==> src/sv/pote_pkg.sv <==
// shared constants and types for the play order table engine
package pote_pkg;

    localparam int MAX_TRACKS_DEF = 256;
    localparam int VAL_W          = 9;
    localparam int LFSR_W         = 16;

    localparam logic [LFSR_W-1:0] LFSR_SEED = 16'hACE1;
    localparam logic [LFSR_W-1:0] LFSR_TAPS = 16'hB400;
    localparam logic [VAL_W-1:0]  QLEN_SAT  = 9'h1FF;

    typedef enum logic [3:0] {
        M_SYNC  = 4'd0,
        M_CUR   = 4'd1,
        M_NEXT  = 4'd2,
        M_PREV  = 4'd3,
        M_SEL   = 4'd4,
        M_RAND  = 4'd5,
        M_QLEN  = 4'd6,
        M_QROW  = 4'd7,
        M_UP    = 4'd8,
        M_DOWN  = 4'd9,
        M_REM   = 4'd10,
        M_SHUF  = 4'd11
    } mode_t;

    typedef enum logic [1:0] {
        ST_OK       = 2'd0,
        ST_STATE    = 2'd1,
        ST_NOTFOUND = 2'd2,
        ST_ARG      = 2'd3
    } status_t;

endpackage

==> src/sv/play_order_table_engine.sv <==
// top level: command sequencer of the play order table engine
// One command item is taken at a time; cmd_ready is low until its single result
// item has been registered. Select and a shuffle-mode change scan the order
// table one entry at a time, a read and then a compare per entry. Sync writes
// one identity entry per cycle. Every Fisher-Yates step runs the bit-serial
// modulo unit, then the swap reads entry k and entry j and writes them back
// crossed. Remove moves the tail up one entry at a time, a read and then a
// write per entry. The table is a single-port-read ram.
module play_order_table_engine #(
    parameter int MAX_TRACKS = pote_pkg::MAX_TRACKS_DEF
) (
    input  logic                        clk,
    input  logic                        rst_n,
    input  logic                        cfg_wr_en,
    input  logic                        cfg_wr_data,
    input  logic                        cmd_valid,
    output logic                        cmd_ready,
    input  logic [3:0]                  mode,
    input  logic [pote_pkg::VAL_W-1:0]  value,
    input  logic                        store_ready,
    output logic                        rsp_valid,
    input  logic                        rsp_ready,
    output logic [1:0]                  status,
    output logic [7:0]                  track_index,
    output logic [pote_pkg::VAL_W-1:0]  queue_length
);
    import pote_pkg::*;

    localparam int IDX_W = (MAX_TRACKS > 1) ? $clog2(MAX_TRACKS) : 1;
    localparam int CNT_W = $clog2(MAX_TRACKS + 1);
    localparam int SUM_W = ((CNT_W > VAL_W) ? CNT_W : VAL_W) + 2;
    localparam int TW    = (IDX_W > VAL_W) ? IDX_W : VAL_W;
    localparam int QW    = (CNT_W > VAL_W) ? CNT_W : VAL_W;

    typedef enum logic [18:0] {
        S_IDLE    = 19'h00001,
        S_EXEC    = 19'h00002,
        S_IDENT   = 19'h00004,
        S_SH_STEP = 19'h00008,
        S_SH_MOD  = 19'h00010,
        S_SH_RK   = 19'h00020,
        S_SH_RJ   = 19'h00040,
        S_SH_WK   = 19'h00080,
        S_SH_WJ   = 19'h00100,
        S_FD_RD   = 19'h00200,
        S_FD_CK   = 19'h00400,
        S_RM_RD   = 19'h00800,
        S_RM_WR   = 19'h01000,
        S_RD_OUT  = 19'h02000,
        S_RD_CAP  = 19'h04000,
        S_RD_CUR  = 19'h08000,
        S_CUR_CAP = 19'h10000,
        S_SYNC_END= 19'h20000,
        S_FIN     = 19'h40000
    } state_t;

    state_t            state_reg;
    mode_t             mode_reg;
    logic [VAL_W-1:0]  val_reg;
    logic              rdy_reg;
    logic [CNT_W-1:0]  count_reg;
    logic [IDX_W-1:0]  cursor_reg;
    logic              shuffle_reg;
    logic              repeat_reg;
    logic [LFSR_W-1:0] lfsr_reg;
    logic [CNT_W-1:0]  i_reg;
    logic [IDX_W-1:0]  k_reg;
    logic [IDX_W-1:0]  j_reg;
    logic [IDX_W-1:0]  pos_reg;
    logic [IDX_W-1:0]  a_reg;
    logic [TW-1:0]     target_reg;
    status_t           status_reg;
    logic [7:0]        trk_reg;
    logic              rsp_valid_reg;
    logic [1:0]        rsp_status_reg;
    logic [7:0]        rsp_trk_reg;
    logic [VAL_W-1:0]  rsp_qlen_reg;

    logic [SUM_W-1:0]  sum_cv;
    logic [SUM_W-1:0]  cnt_s;
    logic [IDX_W-1:0]  p_idx;
    logic [LFSR_W-1:0] lfsr_adv;
    logic [CNT_W-1:0]  i_inc;
    logic [QW-1:0]     qdiff;
    logic [VAL_W-1:0]  qlen;

    logic              ram_we;
    logic [IDX_W-1:0]  ram_waddr;
    logic [IDX_W-1:0]  ram_wdata;
    logic [IDX_W-1:0]  ram_raddr;
    logic [IDX_W-1:0]  ram_rdata;

    logic              mod_start;
    logic              mod_done;
    logic [CNT_W-1:0]  mod_rem;

    assign sum_cv   = SUM_W'(cursor_reg) + SUM_W'(val_reg);
    assign cnt_s    = SUM_W'(count_reg);
    assign p_idx    = sum_cv[IDX_W-1:0];
    assign lfsr_adv = {1'b0, lfsr_reg[LFSR_W-1:1]} ^ (lfsr_reg[0] ? LFSR_TAPS : '0);
    assign i_inc    = i_reg + 1'b1;
    assign qdiff    = QW'(count_reg) - QW'(cursor_reg);

    always_comb
    begin
        if (!rdy_reg || count_reg == '0)
        begin
            qlen = '0;
        end
        else if (qdiff > QW'(QLEN_SAT))
        begin
            qlen = QLEN_SAT;
        end
        else
        begin
            qlen = VAL_W'(qdiff);
        end
    end

    always_comb
    begin
        ram_we    = 1'b0;
        ram_waddr = i_reg[IDX_W-1:0];
        ram_wdata = IDX_W'(i_reg);
        unique case (state_reg)
            S_IDENT:
            begin
                ram_we = (i_reg < count_reg);
            end
            S_SH_WK:
            begin
                ram_we    = 1'b1;
                ram_waddr = k_reg;
                ram_wdata = ram_rdata;
            end
            S_SH_WJ:
            begin
                ram_we    = 1'b1;
                ram_waddr = j_reg;
                ram_wdata = a_reg;
            end
            S_RM_WR:
            begin
                ram_we    = 1'b1;
                ram_wdata = ram_rdata;
            end
            default:
            begin
                ram_we = 1'b0;
            end
        endcase
    end

    always_comb
    begin
        unique case (state_reg)
            S_SH_RK:  ram_raddr = k_reg;
            S_SH_RJ:  ram_raddr = j_reg;
            S_FD_RD:  ram_raddr = i_reg[IDX_W-1:0];
            S_RM_RD:  ram_raddr = i_inc[IDX_W-1:0];
            S_RD_OUT: ram_raddr = pos_reg;
            S_RD_CUR: ram_raddr = cursor_reg;
            default:  ram_raddr = '0;
        endcase
    end

    assign mod_start = (state_reg == S_SH_STEP) && (i_reg > CNT_W'(1));

    pote_ram #(
        .WIDTH (IDX_W),
        .DEPTH (MAX_TRACKS)
    ) u_order_ram (
        .clk   (clk),
        .we    (ram_we),
        .waddr (ram_waddr),
        .wdata (ram_wdata),
        .raddr (ram_raddr),
        .rdata (ram_rdata)
    );

    pote_mod #(
        .DIV_W (CNT_W)
    ) u_mod (
        .clk      (clk),
        .rst_n    (rst_n),
        .start    (mod_start),
        .dividend (lfsr_adv),
        .divisor  (i_reg),
        .done     (mod_done),
        .rem      (mod_rem)
    );

    always_ff @(posedge clk or negedge rst_n)
    begin
        if (!rst_n)
        begin
            state_reg     <= S_IDLE;
            count_reg     <= '0;
            cursor_reg    <= '0;
            shuffle_reg   <= 1'b0;
            repeat_reg    <= 1'b1;
            lfsr_reg      <= LFSR_SEED;
            rsp_valid_reg <= 1'b0;
        end
        else
        begin
            if (cfg_wr_en)
            begin
                repeat_reg <= cfg_wr_data;
            end
            if (rsp_valid_reg && rsp_ready && state_reg != S_FIN)
            begin
                rsp_valid_reg <= 1'b0;
            end
            unique case (state_reg)
                S_IDLE:
                begin
                    if (cmd_valid)
                    begin
                        state_reg <= S_EXEC;
                    end
                end
                S_EXEC:
                begin
                    state_reg <= S_FIN;
                    if (!rdy_reg && mode_reg != M_QLEN && mode_reg != M_SHUF
                        && mode_reg <= M_SHUF)
                    begin
                        state_reg <= S_FIN;
                    end
                    else
                    begin
                        unique case (mode_reg)
                            M_SYNC:
                            begin
                                if (SUM_W'(val_reg) > SUM_W'(MAX_TRACKS))
                                begin
                                    count_reg <= CNT_W'(MAX_TRACKS);
                                end
                                else
                                begin
                                    count_reg <= CNT_W'(val_reg);
                                end
                                state_reg <= S_IDENT;
                            end
                            M_CUR:
                            begin
                                if (count_reg != '0)
                                begin
                                    state_reg <= S_RD_OUT;
                                end
                            end
                            M_NEXT:
                            begin
                                if (count_reg != '0)
                                begin
                                    if (SUM_W'(cursor_reg) + 1'b1 >= cnt_s)
                                    begin
                                        if (repeat_reg)
                                        begin
                                            cursor_reg <= '0;
                                            state_reg  <= S_RD_OUT;
                                        end
                                    end
                                    else
                                    begin
                                        cursor_reg <= cursor_reg + 1'b1;
                                        state_reg  <= S_RD_OUT;
                                    end
                                end
                            end
                            M_PREV:
                            begin
                                if (count_reg != '0)
                                begin
                                    if (cursor_reg == '0)
                                    begin
                                        if (repeat_reg)
                                        begin
                                            cursor_reg <= IDX_W'(count_reg - 1'b1);
                                            state_reg  <= S_RD_OUT;
                                        end
                                    end
                                    else
                                    begin
                                        cursor_reg <= cursor_reg - 1'b1;
                                        state_reg  <= S_RD_OUT;
                                    end
                                end
                            end
                            M_SEL:
                            begin
                                if (SUM_W'(val_reg) < cnt_s)
                                begin
                                    state_reg <= S_FD_RD;
                                end
                            end
                            M_RAND:
                            begin
                                if (count_reg != '0)
                                begin
                                    state_reg <= S_SH_STEP;
                                end
                            end
                            M_QROW:
                            begin
                                if (sum_cv < cnt_s)
                                begin
                                    state_reg <= S_RD_OUT;
                                end
                            end
                            M_UP:
                            begin
                                if (val_reg >= VAL_W'(2) && sum_cv < cnt_s)
                                begin
                                    state_reg <= S_SH_RK;
                                end
                            end
                            M_DOWN:
                            begin
                                if (val_reg != '0 && sum_cv + 1'b1 < cnt_s)
                                begin
                                    state_reg <= S_SH_RK;
                                end
                            end
                            M_REM:
                            begin
                                if (val_reg != '0 && sum_cv < cnt_s)
                                begin
                                    state_reg <= S_RM_RD;
                                end
                            end
                            M_SHUF:
                            begin
                                if ((val_reg != '0) != shuffle_reg)
                                begin
                                    shuffle_reg <= (val_reg != '0);
                                    if (rdy_reg && count_reg != '0)
                                    begin
                                        state_reg <= S_RD_CUR;
                                    end
                                end
                            end
                            default:
                            begin
                                state_reg <= S_FIN;
                            end
                        endcase
                    end
                end
                S_IDENT:
                begin
                    if (i_reg >= count_reg)
                    begin
                        state_reg <= S_SH_STEP;
                    end
                end
                S_SH_STEP:
                begin
                    if (i_reg > CNT_W'(1))
                    begin
                        lfsr_reg  <= lfsr_adv;
                        state_reg <= S_SH_MOD;
                    end
                    else
                    begin
                        case (mode_reg)
                            M_SYNC:  state_reg <= S_SYNC_END;
                            M_RAND:
                            begin
                                cursor_reg <= '0;
                                state_reg  <= S_RD_OUT;
                            end
                            M_SHUF:  state_reg <= S_FD_RD;
                            default: state_reg <= S_FIN;
                        endcase
                    end
                end
                S_SH_MOD:
                begin
                    if (mod_done)
                    begin
                        state_reg <= S_SH_RK;
                    end
                end
                S_SH_RK:  state_reg <= S_SH_RJ;
                S_SH_RJ:  state_reg <= S_SH_WK;
                S_SH_WK:  state_reg <= S_SH_WJ;
                S_SH_WJ:
                begin
                    if (mode_reg == M_UP || mode_reg == M_DOWN)
                    begin
                        state_reg <= S_FIN;
                    end
                    else
                    begin
                        state_reg <= S_SH_STEP;
                    end
                end
                S_FD_RD:
                begin
                    if (i_reg < count_reg)
                    begin
                        state_reg <= S_FD_CK;
                    end
                    else
                    begin
                        if (mode_reg != M_SEL)
                        begin
                            cursor_reg <= '0;
                        end
                        state_reg <= S_FIN;
                    end
                end
                S_FD_CK:
                begin
                    if (TW'(ram_rdata) == target_reg)
                    begin
                        cursor_reg <= i_reg[IDX_W-1:0];
                        state_reg  <= (mode_reg == M_SEL) ? S_RD_OUT : S_FIN;
                    end
                    else
                    begin
                        state_reg <= S_FD_RD;
                    end
                end
                S_RM_RD:
                begin
                    if (i_inc < count_reg)
                    begin
                        state_reg <= S_RM_WR;
                    end
                    else
                    begin
                        count_reg <= count_reg - 1'b1;
                        state_reg <= S_FIN;
                    end
                end
                S_RM_WR:  state_reg <= S_RM_RD;
                S_RD_OUT: state_reg <= S_RD_CAP;
                S_RD_CAP: state_reg <= S_FIN;
                S_RD_CUR: state_reg <= S_CUR_CAP;
                S_CUR_CAP: state_reg <= S_IDENT;
                S_SYNC_END:
                begin
                    if (count_reg == '0)
                    begin
                        cursor_reg <= '0;
                    end
                    else if (CNT_W'(cursor_reg) >= count_reg)
                    begin
                        cursor_reg <= IDX_W'(count_reg - 1'b1);
                    end
                    state_reg <= S_FIN;
                end
                S_FIN:
                begin
                    if (!rsp_valid_reg || rsp_ready)
                    begin
                        rsp_valid_reg <= 1'b1;
                        state_reg     <= S_IDLE;
                    end
                end
                default:
                begin
                    state_reg <= S_IDLE;
                end
            endcase
        end
    end

    // datapath registers without reset
    always_ff @(posedge clk)
    begin
        unique case (state_reg)
            S_IDLE:
            begin
                mode_reg <= mode_t'(mode);
                val_reg  <= value;
                rdy_reg  <= store_ready;
            end
            S_EXEC:
            begin
                status_reg <= ST_OK;
                trk_reg    <= '0;
                i_reg      <= '0;
                pos_reg    <= cursor_reg;
                target_reg <= TW'(val_reg);
                k_reg      <= p_idx;
                j_reg      <= (mode_reg == M_UP) ? p_idx - 1'b1 : p_idx + 1'b1;
                if (!rdy_reg && mode_reg != M_QLEN && mode_reg != M_SHUF
                    && mode_reg <= M_SHUF)
                begin
                    status_reg <= ST_STATE;
                end
                else
                begin
                    unique case (mode_reg)
                        M_SYNC, M_QLEN, M_SHUF:
                        begin
                            status_reg <= ST_OK;
                        end
                        M_CUR:
                        begin
                            if (count_reg == '0)
                            begin
                                status_reg <= ST_NOTFOUND;
                            end
                        end
                        M_NEXT:
                        begin
                            if (count_reg == '0)
                            begin
                                status_reg <= ST_NOTFOUND;
                            end
                            else if (SUM_W'(cursor_reg) + 1'b1 >= cnt_s)
                            begin
                                pos_reg <= '0;
                                if (!repeat_reg)
                                begin
                                    status_reg <= ST_NOTFOUND;
                                end
                            end
                            else
                            begin
                                pos_reg <= cursor_reg + 1'b1;
                            end
                        end
                        M_PREV:
                        begin
                            if (count_reg == '0)
                            begin
                                status_reg <= ST_NOTFOUND;
                            end
                            else if (cursor_reg == '0)
                            begin
                                pos_reg <= IDX_W'(count_reg - 1'b1);
                                if (!repeat_reg)
                                begin
                                    status_reg <= ST_NOTFOUND;
                                end
                            end
                            else
                            begin
                                pos_reg <= cursor_reg - 1'b1;
                            end
                        end
                        M_SEL:
                        begin
                            if (SUM_W'(val_reg) >= cnt_s)
                            begin
                                status_reg <= ST_ARG;
                            end
                        end
                        M_RAND:
                        begin
                            i_reg <= count_reg;
                            if (count_reg == '0)
                            begin
                                status_reg <= ST_NOTFOUND;
                            end
                        end
                        M_QROW:
                        begin
                            pos_reg <= p_idx;
                            if (sum_cv >= cnt_s)
                            begin
                                status_reg <= ST_NOTFOUND;
                            end
                        end
                        M_UP:
                        begin
                            if (val_reg < VAL_W'(2) || sum_cv >= cnt_s)
                            begin
                                status_reg <= ST_ARG;
                            end
                        end
                        M_DOWN:
                        begin
                            if (val_reg == '0 || sum_cv + 1'b1 >= cnt_s)
                            begin
                                status_reg <= ST_ARG;
                            end
                        end
                        M_REM:
                        begin
                            i_reg <= CNT_W'(sum_cv);
                            if (val_reg == '0 || sum_cv >= cnt_s)
                            begin
                                status_reg <= ST_ARG;
                            end
                        end
                        default:
                        begin
                            status_reg <= ST_ARG;
                        end
                    endcase
                end
            end
            S_IDENT:
            begin
                if (i_reg < count_reg)
                begin
                    i_reg <= i_inc;
                end
                else
                begin
                    i_reg <= shuffle_reg ? count_reg : '0;
                end
            end
            S_SH_STEP:
            begin
                k_reg   <= IDX_W'(i_reg - 1'b1);
                pos_reg <= '0;
                if (i_reg <= CNT_W'(1))
                begin
                    i_reg <= '0;
                end
            end
            S_SH_MOD:
            begin
                j_reg <= mod_rem[IDX_W-1:0];
            end
            S_SH_RJ:
            begin
                a_reg <= ram_rdata;
            end
            S_SH_WJ:
            begin
                i_reg <= i_reg - 1'b1;
            end
            S_FD_CK:
            begin
                pos_reg <= i_reg[IDX_W-1:0];
                i_reg   <= i_inc;
            end
            S_FD_RD:
            begin
                if (i_reg >= count_reg && mode_reg == M_SEL)
                begin
                    status_reg <= ST_NOTFOUND;
                end
            end
            S_RM_WR:
            begin
                i_reg <= i_inc;
            end
            S_RD_CAP:
            begin
                trk_reg <= 8'(ram_rdata);
            end
            S_CUR_CAP:
            begin
                target_reg <= TW'(ram_rdata);
                i_reg      <= '0;
            end
            S_FIN:
            begin
                if (!rsp_valid_reg || rsp_ready)
                begin
                    rsp_status_reg <= status_reg;
                    rsp_trk_reg    <= (status_reg == ST_OK) ? trk_reg : '0;
                    rsp_qlen_reg   <= qlen;
                end
            end
            default:
            begin
                a_reg <= a_reg;
            end
        endcase
    end

    assign cmd_ready    = (state_reg == S_IDLE);
    assign rsp_valid    = rsp_valid_reg;
    assign status       = rsp_status_reg;
    assign track_index  = rsp_trk_reg;
    assign queue_length = rsp_qlen_reg;

endmodule

==> src/sv/pote_ram.sv <==
// generic single write port ram with registered read
module pote_ram #(
    parameter int WIDTH = 8,
    parameter int DEPTH = 256
) (
    input  logic                     clk,
    input  logic                     we,
    input  logic [$clog2(DEPTH)-1:0] waddr,
    input  logic [WIDTH-1:0]         wdata,
    input  logic [$clog2(DEPTH)-1:0] raddr,
    output logic [WIDTH-1:0]         rdata
);

    logic [WIDTH-1:0] mem [DEPTH];

    always_ff @(posedge clk)
    begin
        if (we)
        begin
            mem[waddr] <= wdata;
        end
        rdata <= mem[raddr];
    end

endmodule

==> src/sv/pote_mod.sv <==
// bit serial restoring modulo unit, one dividend bit per cycle
module pote_mod #(
    parameter int DIV_W = 9
) (
    input  logic                         clk,
    input  logic                         rst_n,
    input  logic                         start,
    input  logic [pote_pkg::LFSR_W-1:0]  dividend,
    input  logic [DIV_W-1:0]             divisor,
    output logic                         done,
    output logic [DIV_W-1:0]             rem
);
    import pote_pkg::*;

    localparam int CW = $clog2(LFSR_W);
    localparam logic [CW-1:0] LAST = CW'(LFSR_W - 1);

    logic              busy_reg;
    logic              done_reg;
    logic [CW-1:0]     cnt_reg;
    logic [LFSR_W-1:0] dvd_reg;
    logic [DIV_W-1:0]  rem_reg;
    logic [DIV_W-1:0]  dsr_reg;
    logic [DIV_W:0]    rem_shift;
    logic [DIV_W-1:0]  rem_next;

    always_comb
    begin
        rem_shift = {rem_reg, dvd_reg[LFSR_W-1]};
        if (rem_shift >= {1'b0, dsr_reg})
        begin
            rem_next = DIV_W'(rem_shift - {1'b0, dsr_reg});
        end
        else
        begin
            rem_next = DIV_W'(rem_shift);
        end
    end

    always_ff @(posedge clk or negedge rst_n)
    begin
        if (!rst_n)
        begin
            busy_reg <= 1'b0;
            done_reg <= 1'b0;
            cnt_reg  <= '0;
        end
        else
        begin
            done_reg <= busy_reg && (cnt_reg == LAST);
            if (start)
            begin
                busy_reg <= 1'b1;
                cnt_reg  <= '0;
            end
            else if (busy_reg)
            begin
                cnt_reg <= cnt_reg + 1'b1;
                if (cnt_reg == LAST)
                begin
                    busy_reg <= 1'b0;
                end
            end
        end
    end

    always_ff @(posedge clk)
    begin
        if (start)
        begin
            dvd_reg <= dividend;
            dsr_reg <= divisor;
            rem_reg <= '0;
        end
        else if (busy_reg)
        begin
            dvd_reg <= {dvd_reg[LFSR_W-2:0], 1'b0};
            rem_reg <= rem_next;
        end
    end

    assign done = done_reg;
    assign rem  = rem_reg;

endmodule

==> config.mk <==
export PLATFORM = sky130hd
export DESIGN_NAME = play_order_table_engine
export DESIGN_NICKNAME = d
export VERILOG_FILES = /design/src/sv/pote_pkg.sv /design/src/sv/play_order_table_engine.sv /design/src/sv/pote_ram.sv /design/src/sv/pote_mod.sv
export SDC_FILE = /design/constraint.sdc
export NUM_CORES = 2
export LEC_CHECK = 0
export ABC_AREA = 1
export BUFFER_PORTS_ARGS = -buffer_cell sky130_fd_sc_hd__buf_2
export CORE_MARGIN = 2
export CORE_UTILIZATION = 55
export DETAILED_ROUTE_END_ITERATION = 6
export MAX_ROUTING_LAYER = met4
export PLACE_DENSITY_LB_ADDON = 0.12
export SLEW_MARGIN = 5
export SYNTH_ARGS = -nofsm -noshare
export SYNTH_HDL_FRONTEND = slang
export SYNTH_HIERARCHICAL = 1
export SYNTH_SLANG_ARGS = --single-unit
==> constraint.sdc <==
create_clock -name clk -period 6 [get_ports clk]
set_input_delay 0.3 -clock clk [delete_from_list [all_inputs] [get_ports clk]]
set_output_delay 0.3 -clock clk [all_outputs]
set_load 0.02 [all_outputs]
==> qor.yml <==
rows: 154
finalSetupTns_ps: 0
wire_per_inst_um: 24.7
ctsHtreeMaxLevel: 4
track_usage_pct: 31.5
multi_input_area_mm2: 0.0267
drtIter0Drc: 8360
core_mm2: 0.176
fillCellCount: 14000
period_minus_slack_ps: 5270
synth_nets: 8941
fin_skew_ps: 57.8
syn_avg_cell_area_um2: 11.0
p_switching_mw: 11.6
drt_pre_antenna_iters: 6
p_int_mw: 27.8
area.growth.synth_to_final_pct: 9.86
critPathLaunchType: "flop"
slew_headroom_pct: 28.1
end_kind: "flop"
initial_core_util_pct: 55.3
crit_fanout: 75
cts_inserted_buffers: 222
portBuffers: 40
clock_sinks: 2244
reg2reg_depth: 19
grt_start_max_net_pins: 174
root_buffer: "clkbuf_16"
synth_ff_type: "edfxtp_1"
leakage_nw: 38.5
place_congestion: 0.966
worstSetupPathType: "reg2reg"
power_frac_clock_pct: 34.4
ys_types: 63
setup_viol: 0
rsz0062_at_grt: "no"
tightestPinTransition_ps: 1080
timing.final.crit_share_pct: 87.8
post-route-util_pct: 60.8
ir_worst_vdd_v: 0.000332
grt_pass1_wl_mm: 414
seqPwrFrac_pct: 47.6
hpwlAfterDp_mm: 164
synth_top_area_share_pct: 66.8
hold_viol_final: 0
p_comb_share_pct: 18.0
maxCapViolCount: 0
seq_area_mm2: 0.0669
largest_reg_flops: 2048
r2r_end: "u_order_ram/rdata[4]$_DFF_P_"
p_per_area_mw_per_mm2: 368
clkTransAtPathRegs_ps: 60
nets: 8866
yosys_warnings: 6
io_pins: 41
clk_latency_ps: 870
r2r_slack_ps: 730
outcome: "finished clean"
crit_required_ps: 6800
postRouteAntennaNets: 0
ys_top_cells_by_area: "edfxtp_1 67%, nand3_1 11%, nand2_1 9.9%, nor2_1 1.7%, buf_2 1.4%"
cts_tree: "done"
die_h_um: 425
grt_antenna_before_repair: 2
vias: 67500
synth_common_cells: "2559 x nand2_1, 2166 x edfxtp_1, 2138 x nand3_1"
route.detailed.drc: 0
dieArea_mm2: 0.180
synth_seq_cells: 2244
cp.arrival_ps: 6070
synth_edf_count: 2166
via_per_inst: 5.98
synth_area_mm2: 0.0974
drive_gt1_share_pct: 7.22
clock_path_buffers: 3
yosysTopAreaCell: "edfxtp_1"
hold_slack_ps: 122
ctsResizeCount: 0
r2r_start: "state_reg[17]$_DFFE_PN0P_"
wirelength_mm: 278
finalMaxSlewViolations: 0
overflow: 0
grt_pass1_vias: 63600
swShare_pct: 29.4
async_reset_ff_share_pct: 2.72
synthCells: 8824
hp-class: "in2async"
dieWidth_um: 425
yosysMostFrequentCell: "nand2_1"
ys_seq_area_share_pct: 68.7
fmax_mhz: 190
-- cells by family (layout without fill, tap and decap cells) --
family	count (synthesis)	in the layout	share of synthesized area, %
DFF	2244	2244	68.7
adders and majority gates	97	97	1.28
xor gates and xnor gates	50	50	0.450
and+or+nand+nor	5299	5299	23.8
other	0	2	0
muxes	1	1	0.0154
buffers and inverters	831	945	3.93
AOI/OAI and AO/OA	302	302	1.83
-- layout make-up --
cell class / instances / area share (%)
sequential: 2244 / 62.6
multi-input combinational: 5749 / 25.0
clock buffer: 287 / 5.58
tap: 2340 / 2.74
timing repair buffer: 221 / 1.97
inverter: 311 / 1.13
clock inverter: 126 / 1.04
antenna: 2 / 0.00468
-- layout by cell type (no fill, tap or decap), drive strengths merged, types with 4 or more instances in the layout --
cell type / instances
xor2: 37
a31oi: 7
nor2: 483
nand3: 2148
o21ai: 126
o221ai: 14
inv: 311
bufinv: 13
o21a: 7
nand2: 2577
edfxtp: 2166
clkinv: 104
xnor2: 13
nand4: 32
nand3b: 8
dfrtp: 51
a21oi: 78
dlygate4sd3: 19
a22oi: 13
o21bai: 5
nor4: 4
dfstp: 10
a221oi: 7
clkbuf: 287
o22ai: 15
o211ai: 14
nor3: 35
ha: 93
dfxtp: 17
buf: 202
or2: 4
clkinvlp: 9
fa: 4
-- routing by layer --
layer | global-route usage, % | wire (um) | vias to the layer above
met4 | 11.3 | 10700 | 0
met5 | - | 0 | -
li1 | - | - | 30800
met2 | 47.2 | 129000 | 3092
met3 | 5.63 | 24200 | 547
met1 | 43.6 | 115000 | 33000
-- worst max-delay path by stage --
stage                                    startpoint                              end  depth (start not counted)
after floorplan            state_reg[0]$_DFFE_PN1P_  u_order_ram/mem[0][0]$_DFFE_PP_                          8
after global placement     state_reg[5]$_DFFE_PN0P_     u_order_ram/rdata[0]$_DFF_P_                         19
after detailed placement   state_reg[0]$_DFFE_PN1P_     u_order_ram/rdata[6]$_DFF_P_                         20
after CTS                  state_reg[5]$_DFFE_PN0P_     u_order_ram/rdata[6]$_DFF_P_                         19
after global routing      state_reg[17]$_DFFE_PN0P_     u_order_ram/rdata[0]$_DFF_P_                         19
final                     state_reg[17]$_DFFE_PN0P_     u_order_ram/rdata[4]$_DFF_P_                         19
-- metrics by stage --
stage	total power, mW	cells	cell area [um2]	worst slack (ps)
3_5_place_dp	26.0	10800	99700	829
3_3_place_gp	25.9	10800	99700	853
6_report	39.4	11300	107000	735
5_1_grt	40.8	11300	107000	482
4_1_cts	39.4	11300	107000	829
2_1_floorplan	23.5	8824	97400	609
-- power groups by stage --
stage,registers (mW),clock network (mW),logic (mW)
3_3_place_gp,19.1,0,6.87
6_report,18.8,13.5,7.09
4_1_cts,18.7,13.7,7.00
2_1_floorplan,19.2,0,4.36
3_5_place_dp,19.1,0,6.97
5_1_grt,18.8,14.3,7.74
-- timing repair --
action                                  CTS  global route
endpoints found under the setup margin    0             0
setup buffers                             0             0
hold buffers                             19             0
endpoints found under the hold margin    77             0
-- critical path, stage by stage (launching register included) --
cell	delay [ps]
dfrtp_1	440
nor2_2	170
nand2_4	100
nor2_4	190
inv_1	60
nor2_1	190
nand4_1	400
o221ai_4	900
buf_4	370
buf_4	690
nand2_1	100
nand3_1	140
nand3_1	110
nand3_1	160
nand3_1	120
nand3_1	260
nand3_1	310
nand2_1	180
nand2_1	130
nand2_1	100
No activity file was read; power rests on OpenSTA's default activity.
